===== src/hdl/tise_pkg.sv =====
`timescale 1ns / 1ps
`default_nettype none
package tise_pkg;
  localparam int CodeBytes = 128;
  localparam int AddrW = $clog2(CodeBytes);
  localparam int PcW = 17;
  localparam int NumRegs = 16;
  localparam int InsnBytes = 4;

  typedef enum logic [1:0] {
    ACT_LOAD    = 2'd0,
    ACT_STEP    = 2'd1,
    ACT_RESTART = 2'd2,
    ACT_REPORT  = 2'd3
  } action_e;

  localparam logic [3:0] OP_LDI = 4'h0;
  localparam logic [3:0] OP_MOV = 4'h1;
  localparam logic [3:0] OP_LDM = 4'h2;
  localparam logic [3:0] OP_STM = 4'h3;
  localparam logic [3:0] OP_CMP = 4'h4;
  localparam logic [3:0] OP_JMP = 4'h5;
  localparam logic [3:0] OP_JGT = 4'h6;
  localparam logic [3:0] OP_JLT = 4'h7;
  localparam logic [3:0] OP_JEQ = 4'h8;
  localparam logic [3:0] OP_ADD = 4'h9;
  localparam logic [3:0] OP_SUB = 4'hA;
  localparam logic [3:0] OP_AND = 4'hB;
  localparam logic [3:0] OP_OR  = 4'hC;
  localparam logic [3:0] OP_XOR = 4'hD;
  localparam logic [3:0] OP_SHL = 4'hE;
  localparam logic [3:0] OP_SHR = 4'hF;

  // controller to datapath
  typedef struct packed {
    logic       capture;  // register the input word
    logic       mem_load; // write the load byte
    logic       fetch;    // read bytes pc and pc+1
    logic       fetch_hi; // read bytes pc+2 and pc+3, latch opcode and selects
    logic       operand;  // read the load operand, latch immediate bytes
    logic       exec;     // execute fetched instruction
    logic       restart;  // clear architectural state
  } tise_cmd_t;

  typedef struct packed {
    logic       can_step; // pc below program length
    logic [1:0] action;
  } tise_sts_t;
endpackage
`default_nettype wire


===== src/hdl/tise_ctrl.sv =====
`timescale 1ns / 1ps
`default_nettype none
module tise_ctrl (
  input  wire                 clk_i,
  input  wire                 rst_ni,
  input  wire                 in_valid_i,
  output logic                in_ready_o,
  output logic                out_valid_o,
  input  wire                 out_ready_i,
  output tise_pkg::tise_cmd_t cmd_o,
  input  wire tise_pkg::tise_sts_t sts_i
);
  import tise_pkg::*;

  typedef enum logic [5:0] {
    S_IDLE  = 6'b000001,
    S_DEC   = 6'b000010,
    S_FETCH = 6'b000100,
    S_OPND  = 6'b001000,
    S_EXEC  = 6'b010000,
    S_OUT   = 6'b100000
  } state_e;

  state_e state_q, state_d;

  assign in_ready_o = (state_q == S_IDLE);
  assign out_valid_o = (state_q == S_OUT);

  always_comb begin
    state_d = state_q;
    cmd_o = '0;
    case (state_q)
      S_IDLE: if (in_valid_i) begin
        cmd_o.capture = 1'b1;
        state_d = S_DEC;
      end
      S_DEC: begin
        case (sts_i.action)
          ACT_LOAD: begin cmd_o.mem_load = 1'b1; state_d = S_OUT; end
          ACT_STEP: if (sts_i.can_step) begin
            cmd_o.fetch = 1'b1;
            state_d = S_FETCH;
          end else state_d = S_OUT;
          ACT_RESTART: begin cmd_o.restart = 1'b1; state_d = S_OUT; end
          default: state_d = S_OUT;
        endcase
      end
      S_FETCH: begin
        cmd_o.fetch_hi = 1'b1;
        state_d = S_OPND;
      end
      S_OPND: begin
        cmd_o.operand = 1'b1;
        state_d = S_EXEC;
      end
      S_EXEC: begin
        cmd_o.exec = 1'b1;
        state_d = S_OUT;
      end
      S_OUT: if (out_ready_i) state_d = S_IDLE;
      default: state_d = S_IDLE;
    endcase
  end

  always_ff @(posedge clk_i or negedge rst_ni) begin
    if (!rst_ni) state_q <= S_IDLE;
    else state_q <= state_d;
  end
endmodule
`default_nettype wire


===== config.mk =====
export PLATFORM = sky130hd
export DESIGN_NAME = tise_ctrl
export DESIGN_NICKNAME = d
export VERILOG_FILES = /design/src/hdl/tise_pkg.sv /design/src/hdl/tise_ctrl.sv
export SDC_FILE = /design/constraint.sdc
export NUM_CORES = 1
export LEC_CHECK = 0
export BUFFER_PORTS_ARGS = -buffer_cell sky130_fd_sc_hd__buf_4
export CAP_MARGIN = 20
export CORE_AREA = 3 3 40 42
export CTS_CLUSTER_SIZE = 25
export DETAILED_ROUTE_END_ITERATION = 6
export DIE_AREA = 0 0 43 45
export MAX_ROUTING_LAYER = met4
export PLACE_DENSITY = 0.57
export SETUP_SLACK_MARGIN = 0.4
export SYNTH_ARGS = -nofsm -noshare
export SYNTH_HDL_FRONTEND = slang
export SYNTH_SLANG_ARGS = --single-unit

===== constraint.sdc =====
create_clock -name clk_i -period 1.4 [get_ports clk_i]
set_input_delay 0.35 -clock clk_i [delete_from_list [all_inputs] [get_ports clk_i]]
set_output_delay 0.35 -clock clk_i [all_outputs]
set_load 0.01 [all_outputs]

==> Implementation_results.wiki, run 1 <==
{| class="wikitable"
! Metric !! Value
|-
| Failing checks || negative setup slack
|-
| Pin count of the biggest net entering global routing || 8
|-
| Number of distinct library cell variants in the gate-level netlist after synthesis || 22
|-
| Element type at the critical path end || primary output
|-
| Global placer's final weighted congestion || 0.650
|-
| Average wire per standard cell || 12.9 um
|-
| Fmax || 535 MHz
|-
| Max clock buf depth || 2
|-
| Cells on worst reg2reg path || 6
|-
| Number of violations reported at the end of detailed-routing iteration 0 || 0
|-
| Post-Synthesis Cell Area || 390 sq um
|-
| Global routing usage on met1 || 0.148
|-
| Type of origin of the critical path || flop
|-
| Setup Slack @ Placement || -262 ps
|-
| Slowest CP cell || sky130_fd_sc_hd__dfrtp_1
|-
| Simple-gate share of the synthesized area || 0.468
|-
| Final worst path period need || 1870 ps
|-
| Delay of the slowest critical-path stage || 400 ps
|-
| Data required time of the critical path || 1050 ps
|-
| GR Util met2 || 0.201
|-
| Synth Instances || 39
|-
| CTS tree || done
|-
| Combinational family with the most area after synthesis || simple AND/OR/NAND/NOR gates
|-
| Hold Path End || state_q[2]
|-
| Worst min path class || in2reg
|-
| Initial cell density of the core || 0.304
|-
| Unrepaired setup endpoints after global routing || true
|-
| Synthesized net count || 46
|-
| Mean post-synth cell area || 10.0 sq um
|-
| Number of cells on the critical path || 4
|-
| Placement-stage cell area || 609 sq um
|-
| Antenna diodes || 0
|-
| Cell family with most CP delay || simple AND/OR/NAND/NOR gates
|-
| Final Setup Violations || 11
|-
| Startpoint of the worst register-to-register path || state_q[5]
|-
| TritonRoute pass-1 iters || 1
|-
| Setup Skew || 4.50 ps
|-
| Via count of the first global-routing pass || 422
|-
| IO buf count || 15
|-
| Post-synthesis mux area share || 0
|-
| TritonCTS Buffers || 3
|-
| Number of failing hold endpoints at the final stage || 0
|-
| Slew Limit Fails || 0
|-
| Total non-filler cell area in the finished layout || 812 sq um
|-
| VDD IR-drop max || 0.923 mV
|-
| Power density over cell area || 1540 nW/um^2
|-
| Clock input transition at the sequential cells of the worst setup and hold paths || 50 ps
|-
| Status || finished, violations left
|-
| Number of rows created at floorplan || 13
|-
| Count of warnings emitted by yosys || 0
|-
| Number of flip-flops in the largest register || 6
|-
| Bufs and invs on worst path || 1
|-
| Critical Path, Cell by Cell || nor4_4 > nand3b_1 > nor3_2 > buf_4
|-
| Worst r2r dst || state_q[2]
|-
| Slew of the pin with the lowest slew margin || 367 ps
|-
| Clock Tree Root || sky130_fd_sc_hd__clkbuf_4
|-
| Die ar. || 1940 sq um
|-
| Number of cells on the worst hold path || 2
|-
| Startpoint of the tightest hold check path || sts_i[1]
|-
| CP Max Fanout || 4
|-
| DIE HEIGHT || 45 um
|-
| Post-Synth XOR/XNOR Area || 0.0224
|-
| Layout Utilization || 0.632
|-
| Most flop-heavy register || state_q
|-
| Clock Sinks || 6
|-
| Share of layout cells above drive strength 1 || 0.792
|-
| Setup ws final || -467 ps
|-
| Skew-Pair Late Insertion Delay || 240 ps
|-
| Signal arrival time at the worst endpoint || 1520 ps
|-
| Leak pwr || 0.367 nW
|-
| DRC errors left || 0
|-
| Final WL || 1120 um
|-
| Post-Synth Adder-Cell Area || 0
|-
| Multi-input combinational cell area || 345 sq um
|-
| Max Cap Viol || 0
|-
| Final cycle utilization of the critical path || 1.33
|-
| Fraction of the yosys area taken by sequential cells || 0.388
|-
| Count of boundary I/O pins || 16
|-
| Registers with the highest flip-flop counts || state_q (6)
|-
| Number of filler instances in the final layout || 115
|-
| Flop2flop setup slack || -160 ps
|-
| Synthesis-stage register bit count || 6
|-
| First-pass GRT wire length || 1770 um
|-
| Global route total overflow || 0
|-
| GR Layer Usage met3 || 0.0239
|-
| Via density per instance || 4.87
|-
| Die width || 43 um
|-
| Estimated wirelength of the detail-placed design || 744 um
|-
| Core Area || 1280 sq um
|-
| Htree depth || 1
|-
| Number of vias in the routed layout || 424
|-
| Antenna violations before repair || 0
|-
| Total power of the final layout || 1.25 mW
|-
| Area taken by flip-flops and latches || 153 sq um
|-
| Area fraction in compound gates after synthesis || 0.0801
|-
| Area growth, synth to finish || 108%
|-
| Busiest layer in global routing || met2
|-
| Relative slew margins || 0.755
|-
| Net count, final || 80
|-
| Classification of the worst setup path || reg2out
|-
| Final ANT Viol Nets || 0
|-
| Total track usage || 0.128
|}
[Yosys cell counts, drive strengths merged]
cell type | n | area (sq um)
nand3b | 1 | 7.51
nand2 | 2 | 7.51
buf | 2 | 16.3
and2 | 2 | 12.5
and4bb | 1 | 12.5
o41a | 1 | 11.3
nor4b | 2 | 17.5
dfrtp | 5 | 125
nor3 | 3 | 15.0
a211oi | 1 | 7.51
xor2 | 1 | 8.76
and3b | 1 | 8.76
or4 | 1 | 11.3
o21bai | 1 | 7.51
nor2 | 3 | 11.3
dfstp | 1 | 26.3
and2b | 1 | 7.51
nor4 | 1 | 12.5
nor2b | 1 | 6.26
o21ai | 1 | 5.00
nor3b | 7 | 52.6
[per-stage QoR]
stage	hold WS [ps]	std cells	setup TNS, ps
after floorplan	54.4	39	-790
after global placement	159	77	-1120
after detailed placement	159	77	-1520
after CTS	297	85	-3940
after global routing	300	87	-5180
final	302	87	-4010
[area by class of cell]
class,count,area share
Clock buffer,4,0.0324
Multi-Input combinational cell,31,0.425
Sequential cell,6,0.188
Tap cell,15,0.0231
Timing Repair Buffer,31,0.331
[what timing repair did]
item | CTS | global route
resized for setup | 19 | 9
pin swaps | 8 | 6
setup endpoints to repair | 15 | 15
hold endpoints to repair | 5 | 0
setup buffers | 3 | 2
hold buffers | 1 | 0
[cell usage in the layout, fill, tap and decap left out, drive strengths merged]
cell	netlist	routed
nor4b	2	2
dfstp	1	1
and3b	1	1
xor2	1	1
nand2	2	2
clkbuf	0	4
nor4	1	1
dfrtp	5	5
o41a	1	1
dlygate4sd3	0	1
nor3	3	3
nor2	3	3
nor2b	1	1
and4bb	1	1
a211oi	1	1
buf	2	30
o21bai	1	1
o21ai	1	1
nor3b	7	7
or4	1	1
nand3b	1	1
and2b	1	1
and2	2	2
[logic make-up after synthesis]
logic type             count (synthesis)
AND/OR/NAND/NOR                       26
flip-flops                             6
AO/OA/AOI/OAI                          4
buffers and inverters                  2
XOR/XNOR                               1
[power by group]
group | total [mW] | leakage [nW] | internal (mW) | switching [mW]
registers | 0.246 | 0.0774 | 0.220 | 0.0260
logic | 0.835 | 0.275 | 0.528 | 0.307
clock network | 0.172 | 0.0150 | 0.108 | 0.0637
total | 1.25 | 0.367 | 0.857 | 0.397
[routing by layer]
metal,vias up,wire [um]
met1,199,446
met5,-,0
met3,4,40
li1,209,-
met2,12,607
met4,0,27
[worst max path at each step]
stage | startpoint | end | slack [ps]
3_5_place_dp | state_q[5] | cmd_o[0] | -260
2_1_floorplan | state_q[2] | cmd_o[1] | -160
6_report | state_q[5] | cmd_o[4] | -470
4_1_cts | state_q[5] | cmd_o[0] | -470
3_3_place_gp | state_q[5] | cmd_o[0] | -190
5_1_grt | state_q[4] | cmd_o[4] | -640
No activity file was read; power rests on OpenSTA's default activity.
==> run 2: changes to the inputs <==
==> constraint.sdc (replaced) <==
create_clock -name clk_i -period 1.4 [get_ports clk_i]
set_input_delay 0.14 -clock clk_i [delete_from_list [all_inputs] [get_ports clk_i]]
set_output_delay 0.14 -clock clk_i [all_outputs]
set_load 0.01 [all_outputs]
==> Implementation_results.wiki, run 2 (synthesized netlist as in run 1, its figures left out) <==
{| class="wikitable"
! Metric !! Value
|-
| Status || finished, violations left
|-
| Failing checks || negative setup slack
|-
| Max Cap Viol || 0
|-
| Data required time of the critical path || 1260 ps
|-
| Global placer's final weighted congestion || 0.657
|-
| Setup Skew || 3.89 ps
|-
| Number of cells on the worst hold path || 2
|-
| Final cycle utilization of the critical path || 1.21
|-
| Element type at the critical path end || primary output
|-
| Classification of the worst setup path || reg2out
|-
| Registers with the highest flip-flop counts || state_q (6)
|-
| Number of vias in the routed layout || 419
|-
| Startpoint of the tightest hold check path || sts_i[1]
|-
| Antenna diodes || 0
|-
| Busiest layer in global routing || met2
|-
| Power density over cell area || 1560 nW/um^2
|-
| Worst min path class || in2reg
|-
| Cells on worst reg2reg path || 5
|-
| Placement-stage cell area || 579 sq um
|-
| Type of origin of the critical path || flop
|-
| Die width || 43 um
|-
| CTS tree || done
|-
| Core Area || 1280 sq um
|-
| Clock Tree Root || sky130_fd_sc_hd__clkbuf_4
|-
| Most frequent standard cell in the layout excluding fill and tap cells || sky130_fd_sc_hd__buf_4
|-
| Final Setup Violations || 11
|-
| Global route total overflow || 0
|-
| Fmax || 590 MHz
|-
| Skew-Pair Late Insertion Delay || 240 ps
|-
| TritonCTS Buffers || 3
|-
| VDD IR-drop max || 0.818 mV
|-
| Average wire per standard cell || 14.1 um
|-
| Die ar. || 1940 sq um
|-
| Via density per instance || 4.93
|-
| Net count, final || 78
|-
| Total track usage || 0.139
|-
| Area growth, synth to finish || 103%
|-
| Unrepaired setup endpoints after global routing || true
|-
| Number of violations reported at the end of detailed-routing iteration 0 || 1
|-
| Most flop-heavy register || state_q
|-
| Number of rows created at floorplan || 13
|-
| Final ANT Viol Nets || 0
|-
| TritonRoute pass-1 iters || 2
|-
| Startpoint of the worst register-to-register path || state_q[5]
|-
| Htree depth || 1
|-
| Number of failing hold endpoints at the final stage || 0
|-
| Global routing usage on met1 || 0.158
|-
| Final worst path period need || 1690 ps
|-
| Number of filler instances in the final layout || 110
|-
| GR Util met2 || 0.234
|-
| Number of flip-flops in the largest register || 6
|-
| Final cell count without fillers || 85
|-
| Final WL || 1200 um
|-
| DRC errors left || 0
|-
| Count of boundary I/O pins || 16
|-
| IO buf count || 15
|-
| CP Max Fanout || 3
|-
| Leading cell types in the layout, fill and taps excluded || sky130_fd_sc_hd__buf_4 (20), sky130_fd_sc_hd__buf_6 (8), sky130_fd_sc_hd__nor3b_2 (6), sky130_fd_sc_hd__dfrtp_1 (4)
|-
| Total non-filler cell area in the finished layout || 793 sq um
|-
| Crit path launch || state_q[5]
|-
| Via count of the first global-routing pass || 428
|-
| DP Cell Count || 73
|-
| Relative slew margins || 0.763
|-
| Share of layout cells above drive strength 1 || 0.786
|-
| DIE HEIGHT || 45 um
|-
| Antenna violations before repair || 0
|-
| Estimated wirelength of the detail-placed design || 704 um
|-
| Leak pwr || 0.355 nW
|-
| Signal arrival time at the worst endpoint || 1550 ps
|-
| Initial cell density of the core || 0.304
|-
| Max clock buf depth || 2
|-
| Setup ws final || -294 ps
|-
| Slew Limit Fails || 0
|-
| First-pass GRT wire length || 1950 um
|-
| GR Layer Usage met3 || 0.0279
|-
| Total power of the final layout || 1.24 mW
|-
| Clock input transition at the sequential cells of the worst setup and hold paths || 50 ps
|-
| Slew of the pin with the lowest slew margin || 355 ps
|-
| Pin count of the biggest net entering global routing || 8
|-
| Clock Sinks || 6
|}
## run 2: cell types whose count changed in the layout (fill, tap and decap cells not counted), sizes merged
cell  change
buf       -2
## run 2: per-stage QoR
step                setup TNS, ps  hold slack [ps]  setup WS [ps]   util
CTS                         -1660             86.8           -287  0.574
detailed placement              0            -50.6           10.8  0.451
global route                -3160             86.8           -398  0.617
finish                      -2060             93.5           -294  0.617
floorplan                       0             -156           54.8      -
global placement                0            -50.4           14.3  0.451
## run 2: power by group
| part | switching (mW) | internal [mW] | total [mW] |
|---|---|---|---|
| logic | 0.312 | 0.501 | 0.813 |
| clock network | 0.0612 | 0.108 | 0.169 |
| registers | 0.0355 | 0.221 | 0.257 |
## run 2: routing by layer
layer  vias to the layer above  share of wire
met5                         -              0
met4                         0          0.021
met3                         2          0.044
met2                        12           0.56
met1                       197           0.38
li1                        208              -
## run 2: layout make-up
class	instances	area (sq um)	area share
multi-input cells	31	345	0.435
repair buffers	29	250	0.315
flip-flops and latches	6	153	0.192
clock buffers	4	26.3	0.0331
well taps	15	18.8	0.0237
## run 2: worst paths after layout
path	end	slack (ps)
max reg2reg	state_q[2]	-60
min in group asynchronous	state_q[4]	240
max	cmd_o[6]	-290
min	state_q[2]	90
min reg2reg	state_q[4]	660
max in group asynchronous	state_q[0]	960
## run 2: critical path, stage by stage, from the launching register on
cell and delay (ps):
sky130_fd_sc_hd__dfrtp_1 400, sky130_fd_sc_hd__nor4_4 310, sky130_fd_sc_hd__buf_4 150, sky130_fd_sc_hd__and3b_2 210, sky130_fd_sc_hd__and2_4 150, sky130_fd_sc_hd__buf_6 90
## run 2: timing repair
item,4_1_cts,5_1_grt
endpoints found under the hold margin,6,0
resized for setup,20,7
hold buffers,1,0
buffers inserted,4,3
endpoints found under the setup margin,15,15
pin swaps,6,3
==> run 3: changes to the inputs <==
ABC_AREA = 1   (was not set)
PLACE_DENSITY = 0.56   (was 0.57)
clock period = 1.9 ns   (was 1.4 ns; I/O delays follow)
==> Implementation_results.wiki, run 3 <==
{| class="wikitable"
! Metric !! Value
|-
| Status || complete, no violations
|-
| Estimated wirelength of the detail-placed design || 714 um
|-
| Top-count cell post-synth || sky130_fd_sc_hd__inv_1
|-
| Most flop-heavy register || state_q
|-
| Pin count of the biggest net entering global routing || 7
|-
| Hold Path End || state_q[1]
|-
| Total non-filler cell area in the finished layout || 674 sq um
|-
| Unrepaired setup endpoints after global routing || true
|-
| Startpoint of the worst register-to-register path || state_q[0]
|-
| Cell taking the most area after synthesis || sky130_fd_sc_hd__dfrtp_1
|-
| Mean post-synth cell area || 6.92 sq um
|-
| Count of warnings emitted by yosys || 0
|-
| Count of boundary I/O pins || 16
|-
| Type of origin of the critical path || flop
|-
| Number of cells on the worst hold path || 3
|-
| Element type at the critical path end || primary output
|-
| CTS tree || done
|-
| Average wire per standard cell || 10.3 um
|-
| Final worst path period need || 1550 ps
|-
| Synthesized net count || 65
|-
| Global route total overflow || 0
|-
| Setup Skew || 11.8 ps
|-
| Global placer's final weighted congestion || 0.757
|-
| Die ar. || 1940 sq um
|-
| Synthesis-stage register bit count || 6
|-
| Final WL || 1040 um
|-
| Antenna violations before repair || 0
|-
| DIE HEIGHT || 45 um
|-
| Area fraction in compound gates after synthesis || 0
|-
| Data required time of the critical path || 1710 ps
|-
| Slew Limit Fails || 0
|-
| Combinational family with the most area after synthesis || simple AND/OR/NAND/NOR gates
|-
| Max Cap Viol || 0
|-
| Die width || 43 um
|-
| TritonRoute pass-1 iters || 4
|-
| Number of vias in the routed layout || 449
|-
| Fraction of the yosys area taken by sequential cells || 0.377
|-
| Max clock buf depth || 2
|-
| VDD IR-drop max || 0.860 mV
|-
| Clock input transition at the sequential cells of the worst setup and hold paths || 50 ps
|-
| Multi-input combinational cell area || 229 sq um
|-
| Share of layout cells above drive strength 1 || 0.512
|-
| Most frequent standard cell in the layout excluding fill and tap cells || sky130_fd_sc_hd__buf_4
|-
| Number of flip-flops in the largest register || 6
|-
| Flop2flop setup slack || 620 ps
|-
| Via count of the first global-routing pass || 390
|-
| Via density per instance || 4.45
|-
| Critical Path, Cell by Cell || buf_6 > inv_4 > nand2_2 > nor4_2 > buf_4
|-
| Delay of the slowest critical-path stage || 420 ps
|-
| Cells on worst reg2reg path || 8
|-
| Final Setup Violations || 0
|-
| Leak pwr || 0.407 nW
|-
| Post-synthesis mux area share || 0
|-
| Clock Tree Root || sky130_fd_sc_hd__clkbuf_4
|-
| Area taken by flip-flops and latches || 151 sq um
|-
| Bufs and invs on worst path || 3
|-
| Core Area || 1280 sq um
|-
| Net count, final || 94
|-
| Post-Synthesis Cell Area || 402 sq um
|-
| Layout Utilization || 0.525
|-
| Slowest CP cell || sky130_fd_sc_hd__dfrtp_1
|-
| Total track usage || 0.115
|-
| Signal arrival time at the worst endpoint || 1360 ps
|-
| Post-synth top cells || sky130_fd_sc_hd__inv_1 (14), sky130_fd_sc_hd__nor2_1 (12), sky130_fd_sc_hd__nand3_1 (7), sky130_fd_sc_hd__nand2_1 (6), sky130_fd_sc_hd__dfrtp_1 (5)
|-
| Post-Synth Adder-Cell Area || 0
|-
| Registers with the highest flip-flop counts || state_q (6)
|-
| Clock Sinks || 6
|-
| Worst min path class || in2reg
|-
| Initial cell density of the core || 0.313
|-
| Startpoint of the tightest hold check path || in_valid_i
|-
| Number of distinct library cell variants in the gate-level netlist after synthesis || 14
|-
| Relative slew margins || 0.849
|-
| Number of rows created at floorplan || 13
|-
| Htree depth || 1
|-
| Skew-Pair Late Insertion Delay || 250 ps
|-
| Worst r2r dst || state_q[0]
|-
| Number of filler instances in the final layout || 122
|-
| Total negative setup slack || 0 ps
|-
| Cells taking the most area after synthesis || sky130_fd_sc_hd__dfrtp_1 (31%), sky130_fd_sc_hd__inv_1 (13%), sky130_fd_sc_hd__nor2_1 (11%)
|-
| Power density over cell area || 1120 nW/um^2
|-
| IO buf count || 15
|-
| TritonCTS Buffers || 3
|-
| Number of flops mapped to enable cells by yosys || 0
|-
| Final cycle utilization of the critical path || 0.816
|-
| Cell family with most CP delay || flip-flops
|-
| Leading cell types in the layout, fill and taps excluded || sky130_fd_sc_hd__buf_4 (22), sky130_fd_sc_hd__inv_1 (12), sky130_fd_sc_hd__nor2_1 (11)
|-
| Slew of the pin with the lowest slew margin || 225 ps
|-
| Post-Synth XOR/XNOR Area || 0
|-
| Async set-reset flop share out of synthesis || 1.00
|-
| Area share of the leading cell type in the synthesized netlist || 0.312
|-
| Number of violations reported at the end of detailed-routing iteration 0 || 4
|-
| Area growth, synth to finish || 67.9%
|-
| Final ANT Viol Nets || 0
|-
| Antenna diodes || 0
|-
| Synth Instances || 58
|-
| Classification of the worst setup path || reg2out
|-
| Placement-stage cell area || 533 sq um
|-
| Fmax || 645 MHz
|-
| CP Max Fanout || 2
|-
| DRC errors left || 0
|-
| Number of failing hold endpoints at the final stage || 0
|-
| Primary FF master, synth || sky130_fd_sc_hd__dfrtp_1
|-
| First-pass GRT wire length || 1540 um
|-
| Simple-gate share of the synthesized area || 0.474
|}
## run 3: cell types whose count changed after synthesis, moves of 2 or more
cell	previous run	this run
sky130_fd_sc_hd__inv_1	0	14
sky130_fd_sc_hd__nor4b_1	2	0
sky130_fd_sc_hd__nand2_1	2	6
sky130_fd_sc_hd__nor3b_1	7	0
sky130_fd_sc_hd__nor2_4	0	3
sky130_fd_sc_hd__and2_1	2	0
sky130_fd_sc_hd__nand4_1	0	2
sky130_fd_sc_hd__nor2_2	0	2
sky130_fd_sc_hd__inv_2	0	2
sky130_fd_sc_hd__nor3_1	3	0
sky130_fd_sc_hd__nor2_1	3	12
sky130_fd_sc_hd__nand3_1	0	7
## run 3: final cells by class
type / instances / area share
multi-input combinational: 36 / 0.340
timing repair buffer: 24 / 0.276
sequential: 6 / 0.224
inverter: 16 / 0.0928
clock buffer: 4 / 0.0390
tap: 15 / 0.0278
## run 3: metrics by stage
stage	setup slack [ps]	power, mW	hold slack [ps]	instances
floorplan	660	0.393	-106	58
global placement	584	0.484	1.53	88
detailed placement	556	0.484	1.55	88
CTS	382	0.683	198	100
global route	283	0.814	244	101
finish	350	0.753	201	101
## run 3: worst min-delay path: stages
cell                     delay, ps
sky130_fd_sc_hd__buf_4          70
sky130_fd_sc_hd__inv_1          50
sky130_fd_sc_hd__nor2_1         90
## run 3: power breakdown
part	internal, mW	total, mW	leakage (nW)	switching [mW]
Clock	0.0796	0.128	0.0150	0.0480
Combinational	0.200	0.427	0.312	0.226
Sequential	0.165	0.199	0.0792	0.0337
Total	0.445	0.753	0.407	0.308
## run 3: per-layer routing
| metal | part of all wire | vias up | GRT usage | wire [um] |
|---|---|---|---|---|
| li1 | - | 230 | - | - |
| met1 | 0.39 | 206 | 0.128 | 404 |
| met2 | 0.55 | 13 | 0.180 | 569 |
| met3 | 0.065 | 0 | 0.0598 | 68 |
| met4 | 0 | 0 | 0.0361 | 0 |
| met5 | 0 | - | - | 0 |
## run 3: how the worst max path moves through the flow
| stage | start | to | slack, ps | cells after the start |
|---|---|---|---|---|
| floorplan | state_q[5] | cmd_o[0] | 660 | 4 |
| global placement | state_q[5] | cmd_o[5] | 580 | 5 |
| detailed placement | state_q[5] | cmd_o[0] | 560 | 5 |
| CTS | state_q[3] | cmd_o[0] | 380 | 5 |
| global route | state_q[3] | cmd_o[0] | 280 | 5 |
| finish | state_q[3] | out_valid_o | 350 | 5 |
## run 3: repair_timing
item,CTS,global route
hold buffers,1,0
setup buffers,7,1
gates resized for setup,5,8
hold endpoints to repair,6,0
pin swaps,7,5
setup endpoints to repair,3,9
## run 3: kinds of logic (layout without fill, tap and decap cells)
logic type / after synthesis / count (layout)
buffers and inverters: 16 / 44
DFF: 6 / 6
and+or+nand+nor: 36 / 36
